### config.mk
export PLATFORM = sky130hd
export DESIGN_NAME = workout_session_tracker_flat
export DESIGN_NICKNAME = d
export VERILOG_FILES = /design/src/hw/rtl/wst_pkg.sv /design/src/hw/rtl/wst_if.sv /design/src/hw/rtl/wst_div.sv /design/src/hw/rtl/workout_session_tracker.sv /design/src/flat_wrapper.sv
export SDC_FILE = /design/constraint.sdc
export NUM_CORES = 1
export LEC_CHECK = 0
export ABC_AREA = 1
export BUFFER_PORTS_ARGS = -buffer_cell sky130_fd_sc_hd__buf_2
export CELL_PAD_IN_SITES_DETAIL_PLACEMENT = 2
export CELL_PAD_IN_SITES_GLOBAL_PLACEMENT = 2
export CORE_MARGIN = 2
export CORE_UTILIZATION = 21
export CTS_CLUSTER_SIZE = 12
export DETAILED_ROUTE_END_ITERATION = 6
export GPL_TIMING_DRIVEN = 0
export HOLD_SLACK_MARGIN = 0.03
export PLACE_DENSITY_LB_ADDON = 0.1
export SYNTH_ARGS = -nofsm -noshare
export SYNTH_HDL_FRONTEND = slang
export SYNTH_SLANG_ARGS = --single-unit
### constraint.sdc
create_clock -name clk -period 1.2 [get_ports clk]
set_input_delay 0.12 -clock clk [delete_from_list [all_inputs] [get_ports clk]]
set_output_delay 0.12 -clock clk [all_outputs]
set_load 0.02 [all_outputs]
### src/hw/rtl/wst_pkg.sv
// Shared types and constants for the workout session tracker.
package wst_pkg;

	typedef enum logic [2:0] {
		PH_IDLE      = 3'd0,
		PH_COUNTDOWN = 3'd1,
		PH_ACTIVE    = 3'd2,
		PH_PAUSED    = 3'd3,
		PH_FINISHED  = 3'd4,
		PH_ABORTED   = 3'd5,
		PH_RECOVERY  = 3'd6
	} phase_t;

	typedef enum logic [2:0] {
		ST_OK         = 3'd0,
		ST_BAD_ARG    = 3'd1,
		ST_BAD_STATE  = 3'd2,
		ST_BAD_SAMPLE = 3'd3,
		ST_REGRESSION = 3'd4,
		ST_OVERFLOW   = 3'd5,
		ST_BAD_CONFIG = 3'd6
	} status_t;

	localparam logic [2:0] CMD_START   = 3'd0;
	localparam logic [2:0] CMD_PAUSE   = 3'd1;
	localparam logic [2:0] CMD_RESUME  = 3'd2;
	localparam logic [2:0] CMD_FINISH  = 3'd3;
	localparam logic [2:0] CMD_ABORT   = 3'd4;
	localparam logic [2:0] CMD_RECOVER = 3'd5;

	localparam logic [2:0] REG_COUNTDOWN = 3'd0;
	localparam logic [2:0] REG_STRIDE    = 3'd1;
	localparam logic [2:0] REG_ENERGY    = 3'd2;
	localparam logic [2:0] REG_STEP_LIM  = 3'd3;
	localparam logic [2:0] REG_FLOOR     = 3'd4;
	localparam logic [2:0] REG_CEILING   = 3'd5;

	localparam logic [63:0] PACE_SCALE = 64'd1000000;

	typedef struct packed {
		logic        req_type;
		logic [2:0]  command_code;
		logic [63:0] time_ms;
		logic [15:0] step_increment;
		logic        pulse_present;
		logic [7:0]  pulse_bpm;
	} req_t;

	typedef struct packed {
		logic [2:0]  status;
		logic [2:0]  session_state;
		logic [63:0] total_steps;
		logic [63:0] total_distance_mm;
		logic [63:0] total_energy;
		logic [63:0] active_time_ms;
		logic        pulse_stats_valid;
		logic [7:0]  pulse_min_bpm;
		logic [7:0]  pulse_max_bpm;
		logic [7:0]  pulse_average_bpm;
		logic [63:0] pace_ms_per_km;
	} rsp_t;

	typedef enum logic [1:0] {
		DV_IDLE = 2'd0,
		DV_RUN  = 2'd1,
		DV_DONE = 2'd2
	} div_state_t;

	typedef enum logic [3:0] {
		SQ_IDLE   = 4'd0,
		SQ_ADV    = 4'd1,
		SQ_MUL_W  = 4'd2,
		SQ_MUL_D  = 4'd3,
		SQ_MUL_E  = 4'd4,
		SQ_APPLY  = 4'd5,
		SQ_MUL_P  = 4'd6,
		SQ_DIV_A  = 4'd7,
		SQ_WAIT_A = 4'd8,
		SQ_DIV_P  = 4'd9,
		SQ_WAIT_P = 4'd10,
		SQ_OUT    = 4'd11
	} seq_t;

endpackage

### src/hw/rtl/wst_if.sv
// Valid/ready channel interface.
interface wst_if #(parameter type T = logic) ();
	logic valid;
	logic ready;
	T     payload;
	modport source (output valid, output payload, input ready);
	modport sink (input valid, input payload, output ready);
endinterface

### src/hw/rtl/wst_div.sv
// Radix-2 restoring divider, 64 by 64 bits, one quotient bit per cycle.
module wst_div (
	input  logic        clk,
	input  logic        arst_n,
	input  logic        start,
	input  logic [63:0] dividend,
	input  logic [63:0] divisor,
	output logic        done,
	output logic [63:0] quotient
);
	import wst_pkg::*;

	div_state_t  state_q, state_d;
	logic [63:0] rem_q, quo_q, dvs_q;
	logic [5:0]  cnt_q;
	logic [64:0] trial;
	logic [64:0] shifted;

	assign shifted = {rem_q, quo_q[63]};
	assign trial   = shifted - {1'b0, dvs_q};

	always_comb begin
		state_d = state_q;
		unique case (state_q)
			DV_IDLE: if (start) state_d = DV_RUN;
			DV_RUN:  if (cnt_q == 6'd63) state_d = DV_DONE;
			DV_DONE: state_d = DV_IDLE;
			default: state_d = DV_IDLE;
		endcase
	end

	always_ff @(posedge clk or negedge arst_n) begin
		if (!arst_n) begin
			state_q <= DV_IDLE;
			cnt_q   <= '0;
		end else begin
			state_q <= state_d;
			if (state_q == DV_IDLE) cnt_q <= '0;
			else if (state_q == DV_RUN) cnt_q <= cnt_q + 6'd1;
		end
	end

	always_ff @(posedge clk) begin
		if (state_q == DV_IDLE && start) begin
			rem_q <= '0;
			quo_q <= dividend;
			dvs_q <= divisor;
		end else if (state_q == DV_RUN) begin
			if (!trial[64]) begin
				rem_q <= trial[63:0];
				quo_q <= {quo_q[62:0], 1'b1};
			end else begin
				rem_q <= shifted[63:0];
				quo_q <= {quo_q[62:0], 1'b0};
			end
		end
	end

	assign done     = (state_q == DV_DONE);
	assign quotient = quo_q;
endmodule

### src/hw/rtl/workout_session_tracker.sv
// Top level of the workout session tracker.
// channel | dir | payload
// req     | in  | req_type, command_code, time_ms, step_increment, pulse_present, pulse_bpm
// rsp     | out | status, session_state, totals, pulse stats, pace
// cfg     | in  | cfg_we, cfg_index, cfg_wdata (write only)
// A request that is taken runs through the update steps (two 64x32 products, each as two
// 32x32 halves), two divider passes (start, 64 quotient bits, done) and an output step
// before the response is valid; a new request is taken only once the last one is through.
// Reset clears the sequencer, session state and totals and loads the register defaults.
// req ready is low while a request is in work; a stalled response holds, and the
// next request is taken in the cycle the response is taken.
module workout_session_tracker (
	input  logic                clk,
	input  logic                arst_n,
	wst_if.sink                 req,
	wst_if.source               rsp,
	input  logic                cfg_we,
	input  logic [2:0]          cfg_index,
	input  logic [31:0]         cfg_wdata
);
	import wst_pkg::*;

	logic [31:0] cd_len_q;
	logic [15:0] stride_q, energy_q, steplim_q;
	logic [7:0]  floor_q, ceil_q;

	phase_t      phase_q;
	logic [63:0] last_q, act_q, steps_q, dist_q, en_q, wsum_q, wtime_q;
	logic [31:0] spent_q;
	logic [7:0]  pnow_q, plow_q, phigh_q;
	logic        pnv_q, pseen_q;

	// working copy
	phase_t      n_phase_q;
	logic [63:0] n_act_q, n_wsum_q, n_wtime_q, a_q;
	logic [31:0] n_spent_q;
	logic [63:0] w_q, dinc_q, einc_q, pscaled_q;
	logic        pace_ok_q;

	seq_t        seq_q, seq_d;
	req_t        r_q;
	logic [2:0]  stat_q;
	logic        half_q;
	logic [63:0] avg_q;
	rsp_t        out_q;
	logic        rvalid_q;

	// shared 32x32 multiplier
	logic [31:0] ma, mb;
	logic [63:0] mp;
	logic [63:0] mlo_q;
	assign mp = ma * mb;

	logic        dstart, ddone;
	logic [63:0] ddividend, ddivisor, dquot;

	wst_div u_div (
		.clk(clk), .arst_n(arst_n), .start(dstart), .dividend(ddividend),
		.divisor(ddivisor), .done(ddone), .quotient(dquot)
	);

	logic cfg_good;
	assign cfg_good = cd_len_q != '0 && stride_q != '0 && energy_q != '0 && steplim_q != '0 &&
		floor_q != '0 && floor_q <= ceil_q;

	always_ff @(posedge clk or negedge arst_n) begin
		if (!arst_n) begin
			cd_len_q  <= 32'd3000;
			stride_q  <= 16'd700;
			energy_q  <= 16'd40;
			steplim_q <= 16'd100;
			floor_q   <= 8'd30;
			ceil_q    <= 8'd220;
		end else if (cfg_we) begin
			unique case (cfg_index)
				REG_COUNTDOWN: cd_len_q  <= cfg_wdata;
				REG_STRIDE:    stride_q  <= cfg_wdata[15:0];
				REG_ENERGY:    energy_q  <= cfg_wdata[15:0];
				REG_STEP_LIM:  steplim_q <= cfg_wdata[15:0];
				REG_FLOOR:     floor_q   <= cfg_wdata[7:0];
				REG_CEILING:   ceil_q    <= cfg_wdata[7:0];
				default: ;
			endcase
		end
	end

	// advance: elapsed and active contribution
	logic [63:0] elapsed, remaining, act_c;
	logic        regress;
	logic [64:0] act_sum;
	assign regress = r_q.time_ms < last_q;
	assign elapsed = r_q.time_ms - last_q;
	assign remaining = (spent_q >= cd_len_q) ? 64'd0 : {32'd0, cd_len_q - spent_q};
	assign act_sum = {1'b0, act_q} + {1'b0, a_q};

	always_comb begin
		act_c = '0;
		if (phase_q == PH_COUNTDOWN && elapsed >= remaining) act_c = elapsed - remaining;
		else if (phase_q == PH_ACTIVE) act_c = elapsed;
	end

	// multiplier operand select
	always_comb begin
		ma = '0;
		mb = '0;
		unique case (seq_q)
			SQ_MUL_W: begin
				ma = {24'd0, pnow_q};
				mb = half_q ? a_q[63:32] : a_q[31:0];
			end
			SQ_MUL_D: begin
				ma = {16'd0, r_q.step_increment};
				mb = {16'd0, stride_q};
			end
			SQ_MUL_E: begin
				ma = {16'd0, r_q.step_increment};
				mb = {16'd0, energy_q};
			end
			SQ_MUL_P: begin
				ma = PACE_SCALE[31:0];
				mb = half_q ? act_q[63:32] : act_q[31:0];
			end
			default: ;
		endcase
	end

	logic [95:0] wide;
	assign wide = {mp, 32'd0} + {32'd0, mlo_q};

	// apply step checks
	logic [64:0] s_sum, d_sum, e_sum, ws_sum, wt_sum;
	assign s_sum  = {1'b0, steps_q} + {49'd0, r_q.step_increment};
	assign d_sum  = {1'b0, dist_q} + {1'b0, dinc_q};
	assign e_sum  = {1'b0, en_q} + {1'b0, einc_q};
	assign ws_sum = {1'b0, wsum_q} + {1'b0, w_q};
	assign wt_sum = {1'b0, wtime_q} + {1'b0, a_q};

	logic       is_cmd_ok;
	logic [2:0] cmd_stat;
	phase_t     cmd_phase;
	logic       cmd_clr;
	always_comb begin
		cmd_stat  = ST_OK;
		cmd_phase = n_phase_q;
		cmd_clr   = 1'b0;
		case (r_q.command_code)
			CMD_START:
				if (n_phase_q != PH_IDLE) cmd_stat = ST_BAD_STATE;
				else cmd_phase = PH_COUNTDOWN;
			CMD_PAUSE:
				if (n_phase_q != PH_ACTIVE) cmd_stat = ST_BAD_STATE;
				else cmd_phase = PH_PAUSED;
			CMD_RESUME:
				if (n_phase_q != PH_PAUSED) cmd_stat = ST_BAD_STATE;
				else cmd_phase = PH_ACTIVE;
			CMD_FINISH:
				if (n_phase_q != PH_ACTIVE && n_phase_q != PH_PAUSED) cmd_stat = ST_BAD_STATE;
				else begin
					cmd_phase = PH_FINISHED;
					cmd_clr   = 1'b1;
				end
			CMD_ABORT:
				if (n_phase_q != PH_COUNTDOWN && n_phase_q != PH_ACTIVE &&
					n_phase_q != PH_PAUSED && n_phase_q != PH_RECOVERY)
					cmd_stat = ST_BAD_STATE;
				else begin
					cmd_phase = PH_ABORTED;
					cmd_clr   = 1'b1;
				end
			default:
				if (n_phase_q != PH_RECOVERY) cmd_stat = ST_BAD_STATE;
				else begin
					cmd_phase = PH_PAUSED;
					cmd_clr   = 1'b1;
				end
		endcase
	end
	assign is_cmd_ok = cmd_stat == ST_OK;

	logic samp_ovf;
	assign samp_ovf = s_sum[64] || d_sum[64] || e_sum[64];

	assign req.ready = (seq_q == SQ_IDLE) && (!rvalid_q || rsp.ready);

	always_comb begin
		seq_d = seq_q;
		unique case (seq_q)
			SQ_IDLE:   if (req.valid && req.ready) seq_d = SQ_ADV;
			SQ_ADV:    seq_d = SQ_MUL_W;
			SQ_MUL_W:  if (half_q) seq_d = SQ_MUL_D;
			SQ_MUL_D:  seq_d = SQ_MUL_E;
			SQ_MUL_E:  seq_d = SQ_APPLY;
			SQ_APPLY:  seq_d = SQ_MUL_P;
			SQ_MUL_P:  if (half_q) seq_d = SQ_DIV_A;
			SQ_DIV_A:  seq_d = SQ_WAIT_A;
			SQ_WAIT_A: if (ddone) seq_d = SQ_DIV_P;
			SQ_DIV_P:  seq_d = SQ_WAIT_P;
			SQ_WAIT_P: if (ddone) seq_d = SQ_OUT;
			SQ_OUT:    seq_d = SQ_IDLE;
			default:   seq_d = SQ_IDLE;
		endcase
	end

	assign dstart    = (seq_q == SQ_DIV_A) || (seq_q == SQ_DIV_P);
	assign ddividend = (seq_q == SQ_DIV_A) ? wsum_q : pscaled_q;
	assign ddivisor  = (seq_q == SQ_DIV_A) ? wtime_q : dist_q;

	always_ff @(posedge clk or negedge arst_n) begin
		if (!arst_n) begin
			seq_q    <= SQ_IDLE;
			half_q   <= 1'b0;
			rvalid_q <= 1'b0;
			phase_q  <= PH_IDLE;
			last_q   <= '0;
			spent_q  <= '0;
			act_q    <= '0;
			steps_q  <= '0;
			dist_q   <= '0;
			en_q     <= '0;
			pnow_q   <= '0;
			pnv_q    <= 1'b0;
			pseen_q  <= 1'b0;
			plow_q   <= '0;
			phigh_q  <= '0;
			wsum_q   <= '0;
			wtime_q  <= '0;
		end else begin
			seq_q <= seq_d;
			if (seq_q == SQ_OUT) rvalid_q <= 1'b1;
			else if (rvalid_q && rsp.ready) rvalid_q <= 1'b0;
			if (seq_q == SQ_MUL_W || seq_q == SQ_MUL_P) half_q <= !half_q;
			if (seq_q == SQ_APPLY && stat_q == ST_OK) begin
				if (!r_q.req_type) begin
					if (is_cmd_ok) begin
						phase_q <= cmd_phase;
						spent_q <= (r_q.command_code == CMD_START) ? 32'd0 : n_spent_q;
						pnv_q   <= pnv_q && !cmd_clr;
					end
				end else if (!(n_phase_q == PH_ACTIVE && samp_ovf)) begin
					phase_q <= n_phase_q;
					spent_q <= n_spent_q;
					if (n_phase_q == PH_ACTIVE) begin
						steps_q <= s_sum[63:0];
						dist_q  <= d_sum[63:0];
						en_q    <= e_sum[63:0];
						pnv_q   <= r_q.pulse_present;
						if (r_q.pulse_present) begin
							pnow_q  <= r_q.pulse_bpm;
							pseen_q <= 1'b1;
							if (!pseen_q || r_q.pulse_bpm < plow_q) plow_q <= r_q.pulse_bpm;
							if (!pseen_q || r_q.pulse_bpm > phigh_q) phigh_q <= r_q.pulse_bpm;
						end
					end
				end
				if ((!r_q.req_type && is_cmd_ok) ||
					(r_q.req_type && !(n_phase_q == PH_ACTIVE && samp_ovf))) begin
					last_q  <= r_q.time_ms;
					act_q   <= n_act_q;
					wsum_q  <= n_wsum_q;
					wtime_q <= n_wtime_q;
				end
			end
		end
	end

	always_ff @(posedge clk) begin
		unique case (seq_q)
			SQ_IDLE: if (req.valid && req.ready) r_q <= req.payload;
			SQ_ADV: begin
				a_q       <= act_c;
				n_act_q   <= act_c + act_q;
				if (phase_q == PH_COUNTDOWN && elapsed >= remaining) begin
					n_phase_q <= PH_ACTIVE;
					n_spent_q <= cd_len_q;
				end else if (phase_q == PH_COUNTDOWN) begin
					n_phase_q <= phase_q;
					n_spent_q <= spent_q + elapsed[31:0];
				end else begin
					n_phase_q <= phase_q;
					n_spent_q <= spent_q;
				end
				if (!cfg_good) stat_q <= ST_BAD_CONFIG;
				else if (!r_q.req_type) begin
					if (r_q.command_code > CMD_RECOVER) stat_q <= ST_BAD_ARG;
					else if (regress) stat_q <= ST_REGRESSION;
					else stat_q <= ST_OK;
				end else begin
					if (phase_q != PH_COUNTDOWN && phase_q != PH_ACTIVE && phase_q != PH_PAUSED)
						stat_q <= ST_BAD_STATE;
					else if ({48'd0, r_q.step_increment} > {48'd0, steplim_q} ||
						(r_q.pulse_present && (r_q.pulse_bpm < floor_q || r_q.pulse_bpm > ceil_q)))
						stat_q <= ST_BAD_SAMPLE;
					else if (regress) stat_q <= ST_REGRESSION;
					else stat_q <= ST_OK;
				end
			end
			SQ_MUL_W: begin
				if (!half_q) begin
					mlo_q   <= mp;
				end else begin
					w_q <= wide[63:0];
					if (stat_q == ST_OK) begin
						if (act_sum[64]) stat_q <= ST_OVERFLOW;
						else if (pnv_q && a_q != '0) begin
							if (wide[95:64] != '0) stat_q <= ST_OVERFLOW;
						end
					end
				end
			end
			SQ_MUL_D: begin
				dinc_q <= mp;
				if (pnv_q && a_q != '0) begin
					n_wsum_q  <= ws_sum[63:0];
					n_wtime_q <= wt_sum[63:0];
					if (stat_q == ST_OK && (ws_sum[64] || wt_sum[64])) stat_q <= ST_OVERFLOW;
				end else begin
					n_wsum_q  <= wsum_q;
					n_wtime_q <= wtime_q;
				end
			end
			SQ_MUL_E: begin
				einc_q <= mp;
				if (stat_q == ST_OK && !r_q.req_type && !is_cmd_ok) stat_q <= cmd_stat;
			end
			SQ_APPLY:
				if (stat_q == ST_OK && r_q.req_type && n_phase_q == PH_ACTIVE && samp_ovf)
					stat_q <= ST_OVERFLOW;
			SQ_MUL_P:
				if (!half_q) mlo_q <= mp;
				else begin
					pscaled_q <= wide[63:0];
					pace_ok_q <= wide[95:64] == '0;
				end
			SQ_WAIT_A: if (ddone) avg_q <= (wtime_q == '0) ? 64'd0 : dquot;
			SQ_WAIT_P: if (ddone) begin
				out_q.status            <= stat_q;
				out_q.session_state     <= phase_q;
				out_q.total_steps       <= steps_q;
				out_q.total_distance_mm <= dist_q;
				out_q.total_energy      <= en_q;
				out_q.active_time_ms    <= act_q;
				out_q.pulse_stats_valid <= pseen_q;
				out_q.pulse_min_bpm     <= plow_q;
				out_q.pulse_max_bpm     <= phigh_q;
				out_q.pulse_average_bpm <= avg_q[7:0];
				out_q.pace_ms_per_km    <= (dist_q != '0 && pace_ok_q) ? dquot : 64'd0;
			end
			default: ;
		endcase
	end

	assign rsp.valid   = rvalid_q;
	assign rsp.payload = out_q;
endmodule

### src/flat_wrapper.sv
// flat-port wrapper written by rule: the top's interface ports become plain ports
module workout_session_tracker_flat import wst_pkg::*;
  (clk, arst_n, cfg_we, cfg_index, cfg_wdata, req_valid, req_payload, req_ready, rsp_valid, rsp_payload, rsp_ready);
  wst_if req_i ();
  wst_if rsp_i ();
  input  logic clk;
  input  logic arst_n;
  input  logic cfg_we;
  input  logic [2:0] cfg_index;
  input  logic [31:0] cfg_wdata;
  input wire logic [$bits(req_i.valid)-1:0] req_valid;
  input wire logic [$bits(req_i.payload)-1:0] req_payload;
  output wire logic [$bits(req_i.ready)-1:0] req_ready;
  output wire logic [$bits(rsp_i.valid)-1:0] rsp_valid;
  output wire logic [$bits(rsp_i.payload)-1:0] rsp_payload;
  input wire logic [$bits(rsp_i.ready)-1:0] rsp_ready;
  assign req_i.valid = req_valid;
  assign req_i.payload = req_payload;
  assign req_ready = req_i.ready;
  assign rsp_valid = rsp_i.valid;
  assign rsp_payload = rsp_i.payload;
  assign rsp_i.ready = rsp_ready;
  workout_session_tracker u_core (.clk(clk), .arst_n(arst_n), .req(req_i), .rsp(rsp_i), .cfg_we(cfg_we), .cfg_index(cfg_index), .cfg_wdata(cfg_wdata));
endmodule
==> metrics.yaml, run 1 <==
post-place-ws_ps: 28.30
fin_area_um2: 932.1
grt_max_degree: 15
worstSetupPathType: "flip-flop to primary output"
utilization: 0.2838
synth_commonest_cells: "18 x nand2_1, 14 x dfrtp_1, 13 x nor2_1"
grt_use_total: 0.1145
period_needed_ps: 1283
core-area_um2: 3284
max-vdd-ir-drop_mv: 0.6324
grt_setup_unrepaired: "true"
yosysMostFrequentCell: "nand2_1"
rrSetupSlack_ps: 80
ys_types: 22
yosysWarnings: 0
ys_async_sr_fraction: 1.000
dpl_cell_area_um2: 799.5
violations: "negative setup slack"
cp.arrival_ps: 1160
synthFlopType: "dfrtp_1"
die_y_um: 62.23
row_count: 21
maxCapViolCount: 0
final_max_slew_viol_count: 0
hold_viol_final: 0
io_pins: 44
root_buffer: "clkbuf_4"
p_leak_nw: 0.4500
synthesis.area_um2: 711.9
avgRoutedWirePerCell_um: 12.79
ys_seq_area_frac: 0.4921
die_x_um: 62.23
vias: 657
dr.pass1.iters: 2
wl_mm: 1.982
setup_viol: 1
r2r-start: "u_core.seq_q[0]"
clk_latency_ps: 290
yosys.area.top_type_share: 0.4921
port_buffers: 5
syn-num-nets: 131
cts_inserted_buffers: 3
synth.avg_cell_area_um2: 7.999
crit_start: "u_core.seq_q[3]"
stdcell_count: 155
start_kind: "flip-flop"
cts.sinks: 14
grt_pass1_vias: 767
diodes: 0
fillers: 409
grt_overflow_total: 0
drive_gt1_frac: 0.3394
drt_iter0_markers: 16
fin_crit_sh: 1.069
hold_class: "input port to flip-flop"
antenna_found_initial: 0
cts.clk_slew.worst_paths_ps: 110
cts_tree: "built"
setup_tns_ps: -82.96
fmax_mhz: 779.4
multi_input_area_um2: 321.6
endpoint_kind: "primary output"
h-tree-depth: 1
synth_seq_cells: 14
power_density_nw_per_um2: 2502
ys_top_cells_by_area: "dfrtp_1 49%, nand2_1 9.5%, nor2_1 6.9%"
syn_to_final_growth_pct: 30.93
grt_pass1_wl_mm: 3.491
clk_path_buf_depth: 2
fin_ws_ps: -82.96
cp_max_fo: 2
yosys.area.top_type: "dfrtp_1"
place.gp.congestion: 0.6380
required_ps: 1080
synth_cells: 89
synth_edf_count: 0
p_total_mw: 2.332
whs_ps: 146.5
hpwl_mm: 1.452
via_per_inst: 4.239
ant_nets: 0
nets: 152
drc: 0
dp_cells: 140
final-seq-area_um2: 351.6
min_from: "rsp_ready"
initial_core_util: 0.2168
outcome: "complete, but fails checks"
finalClockSkew_ps: 13.67
dieArea_um2: 3872
what timing repair did:
action                                  CTS  global route
gates cloned                              0             0
pin swaps                                 2             0
endpoints found under the hold margin    14             0
endpoints found under the setup margin    1             5
buffers inserted                          8             2
gates resized for setup                   6             2
hold buffers                              1             0
routing by layer:
layer	track usage	wire (um)	part of all wire
met3	0.02174	34	0.017
met2	0.1902	949	0.48
met4	0.04167	19	0.0096
met5	0	0	0
met1	0.1485	978	0.49
where the power goes:
part	switching (mW)	total, mW	leakage (nW)	internal [mW]
logic	0.630	1.17	0.253	0.537
registers	0.145	0.804	0.176	0.659
clock network	0.177	0.361	0.0210	0.184
total	0.951	2.33	0.450	1.38
area by class of cell:
cell class / instances / area share
sequential: 14 / 0.3772
multi-input combinational: 62 / 0.3450
timing repair buffer: 16 / 0.1208
tap: 46 / 0.06174
inverter: 12 / 0.04832
clock buffer: 4 / 0.03893
buffer: 1 / 0.008054
final timing paths:
kind | depth (start not counted) | to
max | 4 | req_ready
min | 4 | u_core.rsp.valid
max reg2reg | 5 | u_core.seq_q[3]
min reg2reg | 2 | u_core.half_q
max in group asynchronous | 2 | u_core.seq_q[0]
min in group asynchronous | 2 | u_core.u_div.cnt_q[0]
worst max-delay path, cell delays in order, from the launching register on:
cell and delay, ps:
dfrtp_1 410, inv_2 70, nand2_2 60, nor3b_2 170
buf_4 160
state kept, by name, indices dropped and copies added, names as in the netlist:
register,flops
u_core.u_div.state_q,2
u_core.half_q,1
u_core.u_div.cnt_q,6
u_core.seq_q,4
u_core.rsp.valid,1
kinds of logic after synthesis:
family                   share of synthesized area
AND/OR/NAND/NOR                             0.3146
flip-flops                                  0.4921
buffers and inverters                      0.07383
AO/OA/AOI/OAI                              0.09665
adder cells (fa/ha/maj)                    0.01757
other                                     0.005267
cells in the final DEF, fill, tap and decap left out:
cell	synthesis	layout
a21oi_1	2	2
a22o_2	1	1
and3_1	2	2
buf_2	0	4
buf_4	1	12
clkbuf_4	0	3
clkbuf_8	0	1
conb_1	1	1
dfrtp_1	14	13
dfrtp_2	0	1
dlygate4sd3_1	0	1
ha_2	0	1
inv_1	10	7
inv_2	2	5
nand2_1	18	17
nand2_2	3	4
nand3_1	4	4
nand3b_1	1	1
nand4_1	3	3
nor2_1	13	12
nor2_2	1	2
nor3_2	1	1
nor3b_2	0	1
nor4_1	1	1
o21ai_0	7	7
o21ai_1	1	1
o21ai_2	1	1
No activity file was read; power rests on OpenSTA's default activity.
==> run 2, diff against run 1 <==
Settings changed: BUFFER_PORTS_ARGS -buffer_cell sky130_fd_sc_hd__buf_2 to unset, CORE_UTILIZATION 21 to 30, DONT_BUFFER_PORTS set to 1, SKIP_LAST_GASP set to 1.
==> run 2 against run 1 <==
Against the previous run: total power down 4.2%; the flow still finishes with violations (negative setup slack); first-iteration DRC count down 44%; wire length down 9.3%; register-to-register slack better by 20 ps; sequential share of layout area up 1.9 points; clock power down 24%; global-route usage up 4.9 points; via count down 1.7%; die area down 28%; critical path depth down 1; sequential cell count unchanged; setup slack better by 21 ps.
==> metrics.yaml, run 2 (synthesized netlist as in run 1, its figures left out) <==
outcome: "complete, but fails checks"
max-vdd-ir-drop_mv: 0.8215  # +30%
cts.sinks: 14  # unchanged
initial_core_util: 0.3188  # +0.1020
p_switching_uw: 947.5  # -0.39%
grt_overflow_total: 0  # unchanged
syn_to_final_growth_pct: 25.13
period_needed_ps: 1262  # -20.57 ps
cts_tree: "built"
critPathMaxStageDelay_ps: 420  # about the same
crit_chain: "inv_2 > nand2_4 > nor3b_4"
worstSetupPathType: "flip-flop to primary output"
port_buffers: 0  # -5
min_from: "req_valid"
final_common_cell: "nand2_1"
r2r-start: "u_core.u_div.cnt_q[1]"
row_count: 17  # -19%
ant_nets: 0  # unchanged
cts_inserted_buffers: 3  # unchanged
dp_cells: 117  # -16%
via_per_inst: 4.931  # +16%
final_max_slew_viol_count: 0  # unchanged
finalClockSkew_ps: 10.55  # -3.124 ps
vias: 646  # -1.7%
combPwrFrac: 0.508  # +0.008
dieArea_um2: 2779  # -28%
diodes: 0  # unchanged
drive_gt1_frac: 0.3398  # +0.0003563
final_cell_mix: "16 x nand2_1, 12 x dfrtp_1, 11 x nor2_1, 11 x buf_4, 7 x inv_1"
p_leak_nw: 0.4242  # -5.7%
violations: "negative setup slack"
die_x_um: 52.72  # -15%
power.share.sequential: 0.369  # +0.024
place.gp.congestion: 0.7462  # +17%
avgRoutedWirePerCell_um: 13.72  # +7.3%
cp.arrival_ps: 1140  # -20 ps
cp_max_fo: 3  # +1
dr.pass1.iters: 4  # +2
largest-register: "u_core.u_div.cnt_q"
fin_crit_sh: 1.052  # -0.01715
nets: 147  # -3.3%
fin_ws_ps: -62.39  # +20.57 ps
stdcell_count: 131  # -15%
wl_mm: 1.797  # -9.3%
setup_tns_ps: -62.39  # +20.57 ps
critical-path-slowest-cell: "dfrtp_1"
clkPwrFrac: 0.122  # -0.033
die_y_um: 52.72  # -15%
required_ps: 1080  # about the same
grt_pass1_vias: 693  # -9.6%
start_kind: "flip-flop"
hpwl_mm: 1.255  # -14%
hold_viol_final: 0  # unchanged
antenna_found_initial: 0  # unchanged
crit_start: "u_core.seq_q[1]"
maxCapViolCount: 0  # unchanged
setup_viol: 1  # unchanged
clk_path_buf_depth: 2  # unchanged
root_buffer: "clkbuf_4"
grt_setup_unrepaired: "true"
cts.clk_slew.worst_paths_ps: 90  # -20 ps
h-tree-depth: 1  # unchanged
fmax_mhz: 792.2  # +1.6%
grt_use_total: 0.1633  # +0.04875
top_regs: "u_core.u_div.cnt_q (6), u_core.seq_q (4), u_core.u_div.state_q (2)"
grt_max_degree: 15  # unchanged
clk_latency_ps: 280  # about the same
swShare: 0.4242  # +0.01627
endpoint_kind: "primary output"
intPower_mw: 1.286  # -6.8%
hold_class: "input port to flip-flop"
drt_iter0_markers: 9  # -7
relSlewSlack: 0.5584
grt_pass1_wl_mm: 3.174  # -9.1%
tightest_slew_ps: 660.3
core-area_um2: 2233  # -32%
io_pins: 44  # unchanged
power_density_nw_per_um2: 2508  # +0.23%
drc: 0  # unchanged
largest_reg_flops: 6  # unchanged
-- run 2: final cells by class --
type                            count  area, um2
Buffer                              1      7.507
Clock buffer                        3      22.52
Fill cell                         267       1343
Inverter                           12      45.04
Multi-Input combinational cell     62      342.8
Sequential cell                    14      352.8
Tap cell                           28      35.03
Timing Repair Buffer               11      85.08
-- run 2: worst paths after layout --
kind,end,slack (ps),cells after the start
worst max register to register,u_core.u_div.state_q[0],100,4
worst min register to register,u_core.half_q,470,2
worst min-delay path,u_core.seq_q[0],70,4
worst max-delay path,req_ready,-60,3
max in group asynchronous,u_core.seq_q[0],440,1
min in group asynchronous,u_core.seq_q[1],300,1
-- run 2: critical path: cells and delay by family (launching register included) --
kind	cells	cell delay [ps]
buffers and inverters	1	90
flip-flops	1	420
AND/OR/NAND/NOR	2	350
-- run 2: stage by stage --
step / instance area, um2 / total power [mW] / hold WS, ps / utilization / setup slack [ps]
after CTS: 868.3 / 2.182 / 76.40 / 0.3888 / -60.73
after global placement: 752.0 / 1.585 / -175.3 / 0.3367 / 50.32
final: 890.9 / 2.234 / 66.10 / 0.3989 / -62.39
after global routing: 890.9 / 2.472 / 101.6 / 0.3989 / -116.9
after floorplan: 716.9 / 1.433 / -175.6 / - / 181.3
after detailed placement: 752.0 / 1.626 / -175.2 / 0.3367 / 25.18
-- run 2: repair_timing --
| action | CTS | global route |
|---|---|---|
| setup buffers | 8 | 2 |
| gates cloned | 0 | 0 |
| pin swaps | 3 | 0 |
| endpoints found under the hold margin | 14 | 0 |
| hold buffers | 1 | 0 |
| endpoints found under the setup margin | 2 | 6 |
| resized for setup | 10 | 4 |
-- run 2: power groups by stage --
stage / logic [mW] / clock network, mW / registers, mW
final: 1.14 / 0.273 / 0.825
after global routing: 1.32 / 0.308 / 0.846
after CTS: 1.07 / 0.287 / 0.822
after detailed placement: 0.776 / 0 / 0.850
after global placement: 0.745 / 0 / 0.840
after floorplan: 0.633 / 0 / 0.800
-- run 2: layer usage --
layer / GRT usage / part of all wire
met5: 0 / 0
met4: 0.06410 / 0.014
met3: 0.04286 / 0.028
met2: 0.2500 / 0.44
met1: 0.2173 / 0.51
==> run 3, diff against run 2 <==
Settings changed: SETUP_SLACK_MARGIN set to 0.4, SKIP_LAST_GASP 1 to unset.
==> run 3 against run 2 <==
Against the previous run: via count rose by 11%; sequential share of layout area fell by 9.8 points; critical path type unchanged; the flow finishes with violations (negative hold slack, negative setup slack); critical endpoint unchanged; cell count grew 7.6%; combinational power up 85%; clock-buffer cell count grew 1.
==> metrics.yaml, run 3 (synthesized netlist as in run 1, its figures left out) <==
outcome: "complete, but fails checks"
violations: "negative hold slack, negative setup slack"
required_ps: 1080  # about the same
cp.arrival_ps: 1180  # +40 ps
max-vdd-ir-drop_mv: 1.197  # +46%
period_needed_ps: 1301  # +38.18 ps
antenna_found_initial: 0  # unchanged
grt_overflow_total: 0  # unchanged
grt_use_total: 0.1821  # +0.01887
cts.clk_slew.worst_paths_ps: 100  # about the same
relSlewSlack: 0.5233  # -0.03505
utilization: 0.5384  # +0.1395
grt_pass1_wl_mm: 3.567  # +12%
cp_max_fo: 2  # -1
worstSetupPathType: "flip-flop to primary output"
largest_reg_flops: 6  # unchanged
dieArea_um2: 2779  # unchanged
maxCapViolCount: 0  # unchanged
die_y_um: 52.72  # unchanged
post-place-ws_ps: 128.2  # +103.0 ps
fin_ws_ps: -100.6  # -38.18 ps
power_density_nw_per_um2: 2790  # +11%
r2r-start: "u_core.seq_q[1]"
drive_gt1_frac: 0.6637  # +0.3239
endpoint_kind: "primary output"
via_per_inst: 5.092  # +3.3%
drt_iter0_markers: 3  # -6
port_buffers: 0  # unchanged
diodes: 0  # unchanged
wl_mm: 2.917  # +62%
cts_inserted_buffers: 3  # unchanged
ant_nets: 0  # unchanged
postCtsHoldBufs: 1  # unchanged
vias: 718  # +11%
clk_latency_ps: 280  # about the same
final_max_slew_viol_count: 0  # unchanged
fmax_mhz: 768.9  # -2.9%
cts_tree: "built"
grt_setup_unrepaired: "true"
p_leak_nw: 0.5350  # +26%
die_x_um: 52.72  # unchanged
final_common_cell: "buf_4"
grt_pass1_vias: 760  # +9.7%
tightest_slew_ps: 715.0  # +54.75 ps
start_kind: "flip-flop"
hpwl_mm: 1.417  # +13%
nets: 156  # +6.1%
rrSetupSlack_ps: -20  # -120 ps
final_cell_mix: "11 x buf_4, 10 x nand2_1, 9 x buf_6, 8 x dfrtp_1"
hold_class: "input port to asynchronous set/reset pin"
setup_viol: 3  # +2
dp_cells: 117  # unchanged
drc: 0  # unchanged
hold_viol_final: 14  # +14
whs_ps: -51.13  # -117.2 ps
clk_path_buf_depth: 2  # unchanged
initial_core_util: 0.3188  # unchanged
dr.pass1.iters: 4  # unchanged
row_count: 17  # unchanged
grt_max_degree: 15  # unchanged
finalClockSkew_ps: 4.124  # -6.426 ps
top_regs: "u_core.u_div.cnt_q (6), u_core.seq_q (4), u_core.u_div.state_q (2)"
io_pins: 44  # unchanged
stdcell_count: 141  # +7.6%
syn_to_final_growth_pct: 68.89
crit_start: "u_core.seq_q[3]"
place.gp.congestion: 0.6599  # -12%
avgRoutedWirePerCell_um: 20.69  # +51%
root_buffer: "clkbuf_4"
largest-register: "u_core.u_div.cnt_q"
cts.sinks: 14  # unchanged
fin_crit_sh: 1.084  # +0.03182
core-area_um2: 2233  # unchanged
h-tree-depth: 1  # unchanged
==> run 3: cell types whose count changed in the layout (fill, tap and decap cells not counted), moves of 5 or more <==
cell	previous run	this run
nor2_1	11	5
nor2_4	0	5
o21ai_0	6	0
nand2_1	16	10
o21ai_2	1	6
buf_6	0	9
==> run 3: final timing paths <==
path,to,depth (start not counted)
hold / removal,u_core.seq_q[3],1
min in group clk,u_core.rsp.valid,3
max in group asynchronous,u_core.u_div.state_q[1],1
hold reg to reg,u_core.half_q,2
setup reg to reg,u_core.half_q,7
setup / recovery,req_ready,3
==> run 3: repair_timing <==
item	4_1_cts	5_1_grt
endpoints found under the hold margin	14	14
pin swaps	14	17
buffers inserted	10	9
resized for setup	23	35
setup endpoints to repair	16	30
==> run 3: worst max-delay path, cell delays in order, from the launching register on <==
cell and delay, ps:
dfrtp_1 430, inv_2 110, nand2_4 60, nor3b_4 300
==> run 3: layer usage <==
metal / vias up / share of wire / GRT usage / wire (um)
met3: 10 / 0.033 / 0.02571 / 96
li1: 333 / - / - / -
met4: 0 / 0.034 / 0.06410 / 99
met5: - / 0 / 0 / 0
met2: 15 / 0.52 / 0.3083 / 1523
met1: 360 / 0.41 / 0.2334 / 1197
==> run 3: final cells by class <==
| cell class | instances | area (um2) |
|---|---|---|
| clock buffers | 4 | 36.28 |
| multi-input cells | 62 | 529.3 |
| flip-flops and latches | 14 | 357.8 |
| plain buffers | 1 | 7.507 |
| fillers | 221 | 1031 |
| well taps | 28 | 35.03 |
| inverters | 12 | 47.55 |
| repair buffers | 20 | 188.9 |
==> run 3: power breakdown <==
part | total, mW | switching [mW] | leakage (nW) | internal [mW]
clock network | 0.354 | 0.170 | 0.0210 | 0.184
logic | 2.11 | 1.13 | 0.346 | 0.978
registers | 0.891 | 0.221 | 0.168 | 0.670
total | 3.35 | 1.52 | 0.535 | 1.83
==> run 3: stage by stage <==
stage	setup TNS, ps	instance area [um2]	power [mW]
floorplan	0	767.0	1.584
global placement	0	802.0	1.742
detailed placement	0	802.0	1.836
CTS	-63.97	999.7	2.688
global route	-381.6	1202	3.579
finish	-128.1	1202	3.354
